[config.mk]
export PLATFORM = sky130hd
export DESIGN_NAME = m4inv_ram
export DESIGN_NICKNAME = d
export VERILOG_FILES = /design/src/sv/m4inv_ram.sv
export SDC_FILE = /design/constraint.sdc
export NUM_CORES = 1
export LEC_CHECK = 0
export BUFFER_PORTS_ARGS = -buffer_cell sky130_fd_sc_hd__buf_2
export CAP_MARGIN = 20
export CORE_UTILIZATION = 55
export CTS_CLUSTER_SIZE = 8
export DETAILED_ROUTE_END_ITERATION = 16
export GPL_TIMING_DRIVEN = 0
export PLACE_DENSITY = 0.82
export SETUP_SLACK_MARGIN = 0.2
export SLEW_MARGIN = 20
export SYNTH_ARGS = -nofsm -noshare
export SYNTH_HDL_FRONTEND = slang
export SYNTH_SLANG_ARGS = --single-unit
[constraint.sdc]
create_clock -name clk -period 3.3 [get_ports clk]
set_input_delay 0 -clock clk [delete_from_list [all_inputs] [get_ports clk]]
set_output_delay 0 -clock clk [all_outputs]
set_load 0.02 [all_outputs]
[src/sv/m4inv_ram.sv]
// Generic simple dual-port RAM (one write port, one read port) with registered read.
module m4inv_ram #(
	parameter int Width = 32,
	parameter int Depth = 16
) (
	input  logic                     clk,
	input  logic                     we,
	input  logic [$clog2(Depth)-1:0] waddr,
	input  logic [Width-1:0]         wdata,
	input  logic [$clog2(Depth)-1:0] raddr,
	output logic [Width-1:0]         rdata
);
	logic [Width-1:0] mem_q [Depth];

	always_ff @(posedge clk) begin
		if (we) mem_q[waddr] <= wdata;
		rdata <= mem_q[raddr];
	end
endmodule

==> results.py, run 1 <==
metrics = {
    "synth": {
        "synthTopCellsByCount": "edfxtp_1 (512), mux4_2 (128), a22oi_1 (64)",
        "syn_nets": 880,
        "yosys_register_bits": 544,
        "synthFlopType": "edfxtp_1",
        "synth_area_leaders": "edfxtp_1 (77%), mux4_2 (15%), dfxtp_1 (3.2%)",
        "synth.top_cell.area_share_pct": 77.4,
        "ys_async_sr_fraction_pct": 0,
        "avgSynthCellArea_um2": 23.7,
        "synthDistinctLibCells": 18,
        "netlist_instances": 838,
        "syn_area_um2": 19900,
        "yosysMostFrequentCell": "edfxtp_1",
        "yosysWarnings": 0,
        "synth_edf_count": 512,
        "ys_seq_area_share_pct": 80.7,
        "synth_top_area_cell": "edfxtp_1",
    },
    "placed_design": {
        "port_buffers": 71,
        "dp.cells": 1397,
        "pre_cts_ws_ns": 1.28,
        "dp_hpwl_um": 26300,
        "routabilityCongestion": 0.728,
        "postPlaceCellArea_um2": 21400,
    },
    "final_layout": {
        "area_growth_pct": 20.6,
        "stdcell_count": 1567,
        "fin_nets": 1092,
        "design_area_um2": 23900,
        "fin_util_pct": 67.3,
        "drive_above_1_share_pct": 30.8,
        "antenna_cells": 0,
    },
    "sta": {
        "tightest_slew_ns": 1.01,
        "hold_slack_ns": 0.0997,
        "clock_skew_ns": 0.0237,
        "min_period_ns": 1.88,
        "drv_slew": 0,
        "setup_violations": 0,
        "rsz0062_at_grt": "false",
        "hold_viol": 0,
        "worst_slack_ns": 1.42,
        "relSlewSlack_pct": 32.4,
        "min_period_over_period_pct": 57.1,
        "max_freq_mhz": 531,
    },
    "floorplan": {
        "die_area_um2": 36900,
        "ios": 74,
        "core_area_um2": 35600,
        "fp.dieH_um": 192,
        "rows": 69,
        "die_x_um": 192,
        "initial_utilization_pct": 55.8,
    },
    "setup_path": {
        "crit_fanout": 7,
        "end_kind": "flip-flop",
        "crit_buf_inv": 3,
        "worstSetupPathType": "input port to flip-flop",
        "cp_top_family": "buffers and inverters",
        "path_cells": "dlygate4sd3_1 > buf_2 > nor3_2 > dlygate4sd3_1",
        "cp_slowest_cell": "dlygate4sd3_1",
        "cp-start-kind": "input port",
        "critPathRequiredTime_ns": 3.51,
        "critPathMaxStageDelay_ns": 0.88,
        "crit_top_cell": "dlygate4sd3_1",
        "worstPathArrival_ns": 2.09,
    },
    "detailed_routing": {
        "wl_um": 46700,
        "vias_per_cell": 6.39,
        "drc": 0,
        "vias": 10000,
        "first_pass_iters": 6,
        "drtIter0Drc": 1166,
        "final_antenna_net_count": 0,
        "wl_per_cell_um": 29.8,
    },
    "pwr": {
        "power_leakage_nw": 7.84,
        "switching_share_pct": 21.2,
        "power_frac_seq_pct": 49.4,
        "vdd_ir_drop_max_v": 0.000479,
        "pwr-share-clk_pct": 45.4,
        "combPwrFrac_pct": 5.2,
        "p_int_mw": 12.4,
        "power_density_nw_per_um2": 658,
        "p_switching_mw": 3.33,
    },
    "status": {
        "status": "finished clean",
    },
    "clock_network": {
        "clock-root-buffer": "clkbuf_16",
        "postCtsSetupBuffers": 0,
        "clockBufferDepth": 3,
        "cts_buffers": 77,
        "clock_sinks": 544,
        "cts_tree": "yes",
        "h-tree-depth": 3,
        "cts_resized": 0,
        "clkLatencyLatePin_ns": 0.58,
        "clk_pin_slew_ns": 0.05,
    },
    "grt": {
        "grt_max_degree": 20,
        "antenna_found_initial": 0,
        "grt-ovfl-total": 0,
        "grt_pass1_vias": 10500,
        "grt_pass1_wl_um": 67700,
        "grt_usage_pct": 26.3,
    },
    "worst_hold_path": {
        "hold_class": "input port to flip-flop",
    },
    "job": {
        "max-cap-violations": 0,
    },
}
-- layout make-up --
type                            count  area, um^2
Tap cell                          461         577
Sequential cell                   544       16000
Clock inverter                      4        65.1
Buffer                             43         223
Timing Repair Buffer              133        1200
Clock buffer                      131        2130
Multi-Input combinational cell    251        3730
Fill cell                        2103       11600
-- through the flow --
step	TNS [ns]	total power, mW
after floorplan	0	8.33
after global placement	-310.79	8.61
after detailed placement	0	8.68
after CTS	0	15.8
after global routing	0	16.2
final	0	15.7
-- metal layers --
layer / part of all wire [%] / up-vias / global-route usage (%)
met2: 51 / 673 / 43.9
li1: - / 4022 / -
met5: 0 / - / 0
met4: 3.8 / 0 / 11.8
met1: 36 / 5166 / 33.9
met3: 9.3 / 145 / 5.04
-- cell usage in the layout (no fill, tap or decap), drive strengths merged --
cell type    synthesis  layout
dfxtp               32      32
nand3                1       1
clkinv               0       4
nor3                 4       4
nand3b               2       2
nand2b               2       2
nor2b                2       2
edfxtp             512     512
or3b                 1       1
dlygate4sd3          0      35
and2                 1       1
a22oi               64      64
mux4               128     128
nor2                13      13
clkbuf              17     148
nand2               33      33
buf                 26     124
-- flip-flops by register name, indices dropped and copies added (netlist names) --
name and flops:
mem_q 512, rdata 32
-- power by group through the flow --
stage / clock network, mW / registers [mW] / logic, mW
global route: 7.52 / 7.79 / 0.857
detailed placement: 0 / 7.91 / 0.765
global placement: 0 / 7.90 / 0.702
CTS: 7.22 / 7.79 / 0.815
finish: 7.15 / 7.78 / 0.813
floorplan: 0 / 7.96 / 0.371
-- what timing repair did --
item,in CTS,in global routing
hold buffers,35,0
endpoints found under the hold margin,525,0
endpoints found under the setup margin,0,0
-- worst paths after layout --
| kind | from | to | slack, ns | depth (start not counted) |
|---|---|---|---|---|
| worst max register to register | mem_q[1][5] | rdata[5] | 1.80 | 3 |
| worst max-delay path | waddr[1] | mem_q[12][7] | 1.42 | 4 |
| worst min-delay path | raddr[3] | rdata[31] | 0.1 | 4 |
| worst min register to register | mem_q[14][2] | rdata[2] | 0.66 | 3 |
-- worst reg2reg max path, cell delays in order, from the launching register on --
cell and delay (ns):
edfxtp_1 0.42, mux4_2 0.48, a22oi_1 0.36, nand2_1 0.11
-- logic make-up (layout without fill, tap and decap cells) --
kind of cell,after synthesis,after routing,share of synthesized area [%]
flip-flops,544,544,80.7
multiplexers,128,128,14.5
AO/OA/AOI/OAI,64,64,2.42
AND/OR/NAND/NOR,59,59,1.27
buffers and inverters,43,311,1.12
(Power assumes the default switching activity.)
==> inputs of run 2 (changes only) <==
--- a/config.mk
+++ b/config.mk
@@ -7,11 +7,11 @@
 export LEC_CHECK = 0
 export BUFFER_PORTS_ARGS = -buffer_cell sky130_fd_sc_hd__buf_2
 export CAP_MARGIN = 20
-export CORE_UTILIZATION = 55
+export CORE_UTILIZATION = 61
 export CTS_CLUSTER_SIZE = 8
 export DETAILED_ROUTE_END_ITERATION = 16
 export GPL_TIMING_DRIVEN = 0
-export PLACE_DENSITY = 0.82
+export PLACE_DENSITY = 0.86
 export SETUP_SLACK_MARGIN = 0.2
 export SLEW_MARGIN = 20
 export SYNTH_ARGS = -nofsm -noshare
==> constraint.sdc (replaced) <==
create_clock -name clk -period 1.9 [get_ports clk]
set_input_delay 0 -clock clk [delete_from_list [all_inputs] [get_ports clk]]
set_output_delay 0 -clock clk [all_outputs]
set_load 0.02 [all_outputs]
==> run 2 against run 1 <==
  * Die area fell by 9.7%
  * First-iteration DRC count increased by 11%
  * Sequential cell count unchanged
  * Cell count shrank 1.3%
  * Via count increased by 1.6%
  * Sequential share of layout area down 0.18 points
  * Utilization is 8.2 points higher
  * Non-clock buffer count grew 1
  * Clock skew decreased by 0.0033 ns
  * Critical path depth up 1
  * Combinational power increased by 76%
  * Critical path type unchanged
  * Critical endpoint is now mem_q[0][4]
  * Largest power group unchanged
  * Highest routed layer unchanged
==> results.py, run 2 (same netlist as run 1, synthesis figures left out) <==
metrics = {
    "setup_path": {
        "r2r_end": "rdata[26]",
        "worstSetupPathType": "input port to flip-flop",
        "reg2regPathDepth": 3,
        "cp-start-kind": "input port",
        "critPathRequiredTime_ns": 2.17,
        "worstPathArrival_ns": 1.86,
        "end_kind": "flip-flop",
        "ff2ff_setup_slack_ns": 0.38,
        "r2r_start": "mem_q[11][26]",
        "crit_fanout": 10,
    },
    "floorplan": {
        "core_area_um2": 31800,
        "fp.dieH_um": 182,
        "ios": 74,
        "rows": 65,
        "die_area_um2": 33300,
        "die_x_um": 182,
        "initial_utilization_pct": 62.4,
    },
    "job": {
        "max-cap-violations": 0,
    },
    "sta": {
        "setup_violations": 0,
        "hold_slack_ns": 0.0768,
        "tightest_slew_ns": 1.03,
        "min_period_over_period_pct": 83.9,
        "drv_slew": 0,
        "rsz0062_at_grt": "false",
        "max_freq_mhz": 628,
        "relSlewSlack_pct": 31.6,
        "min_period_ns": 1.59,
        "clock_skew_ns": 0.0204,
        "hold_viol": 0,
    },
    "grt": {
        "grt_usage_pct": 30.4,
        "grt_pass1_vias": 10900,
        "grt-ovfl-total": 0,
        "grt_max_degree": 20,
        "antenna_found_initial": 0,
        "grt_pass1_wl_um": 70000,
    },
    "final_layout": {
        "largest_reg_flops": 512,
        "register_area_um2": 16000,
        "area_growth_pct": 20.9,
        "largestRegisters": "mem_q x512, rdata x32",
        "fin_nets": 1093,
        "multiInputGateArea_um2": 3750,
        "final_common_cell": "edfxtp_1",
        "n_fill_cell": 1574,
        "drive_above_1_share_pct": 30.7,
        "regMostFlops": "mem_q",
        "layout_common_cells": "edfxtp_1 (512), mux4_2 (128), clkbuf_16 (78)",
    },
    "clock_network": {
        "clkLatencyLatePin_ns": 0.58,
        "postCtsSetupBuffers": 0,
        "cts_resized": 0,
        "clock-root-buffer": "clkbuf_16",
        "clockBufferDepth": 3,
        "clk_pin_slew_ns": 0.05,
        "h-tree-depth": 3,
        "cts_buffers": 77,
        "clock_sinks": 544,
        "cts_tree": "yes",
    },
    "detailed_routing": {
        "drc": 0,
        "first_pass_iters": 5,
        "wl_um": 48400,
        "vias": 10200,
        "final_antenna_net_count": 0,
        "wl_per_cell_um": 31.3,
        "vias_per_cell": 6.57,
        "drtIter0Drc": 1300,
    },
    "pwr": {
        "fin_total_pwr_mw": 27.5,
        "vdd_ir_drop_max_v": 0.000935,
        "power_density_nw_per_um2": 1150,
        "power_leakage_nw": 7.86,
    },
    "placed_design": {
        "port_buffers": 71,
        "routabilityCongestion": 0.745,
        "dp_hpwl_um": 26700,
    },
    "worst_hold_path": {
        "hold_end": "mem_q[0][18]",
        "worstHoldStart": "waddr[2]",
        "hold_class": "input port to flip-flop",
        "hold_depth": 3,
    },
    "status": {
        "status": "finished clean",
    },
}
-- run 2: how the worst max path moves through the flow --
stage                         from           end  slack, ns  depth (start not counted)
after CTS                 waddr[1]  mem_q[0][27]       0.34                          5
after floorplan           waddr[2]  mem_q[10][0]      -0.13                          2
after detailed placement  waddr[2]  mem_q[0][28]      0.005                          5
after global placement    waddr[0]   mem_q[6][2]      -1.69                          3
after global routing      waddr[1]  mem_q[0][11]       0.28                          5
final                     waddr[1]   mem_q[0][4]       0.31                          5
-- run 2: worst max-delay path, stage by stage --
cell           delay (ns)
buf_2                0.12
dlygate4sd3_1        0.68
nor3_4               0.60
buf_8                0.26
buf_8                0.17
-- run 2: routing by layer --
metal	vias to the layer above	part of all wire (%)	global-route usage [%]
met4	0	4.6	15.2
met1	5249	34	36.6
li1	4029	-	-
met3	143	8.9	5.87
met2	748	52	53.1
met5	-	0	0
-- run 2: timing repair --
item	4_1_cts	5_1_grt
setup endpoints to repair	0	0
hold buffers	38	0
hold endpoints to repair	517	0
-- run 2: power breakdown --
group	internal, mW	switching, mW
Sequential	13.4	0.0909
Combinational	0.568	0.860
Clock	7.66	4.89
Total	21.7	5.84
-- run 2: final cells by class --
type	instances	area share (%)
sequential	544	66.7
multi-input combinational	251	15.6
clock buffer	133	8.99
timing repair buffer	134	5.22
tap	435	2.27
buffer	43	0.928
clock inverter	5	0.214
antenna	2	0.0208
-- run 2: through the flow --
step                worst slack, ns  instance area, um^2  cells  utilization (%)  setup TNS [ns]
CTS                           0.336                24000   1545             75.5               0
global placement              -1.69                20800   1344             65.4         -667.03
floorplan                    -0.128                19900    838                -          -32.69
finish                        0.307                24000   1547             75.5               0
detailed placement          0.00524                21400   1369             67.3               0
global route                  0.281                24000   1545             75.5               0
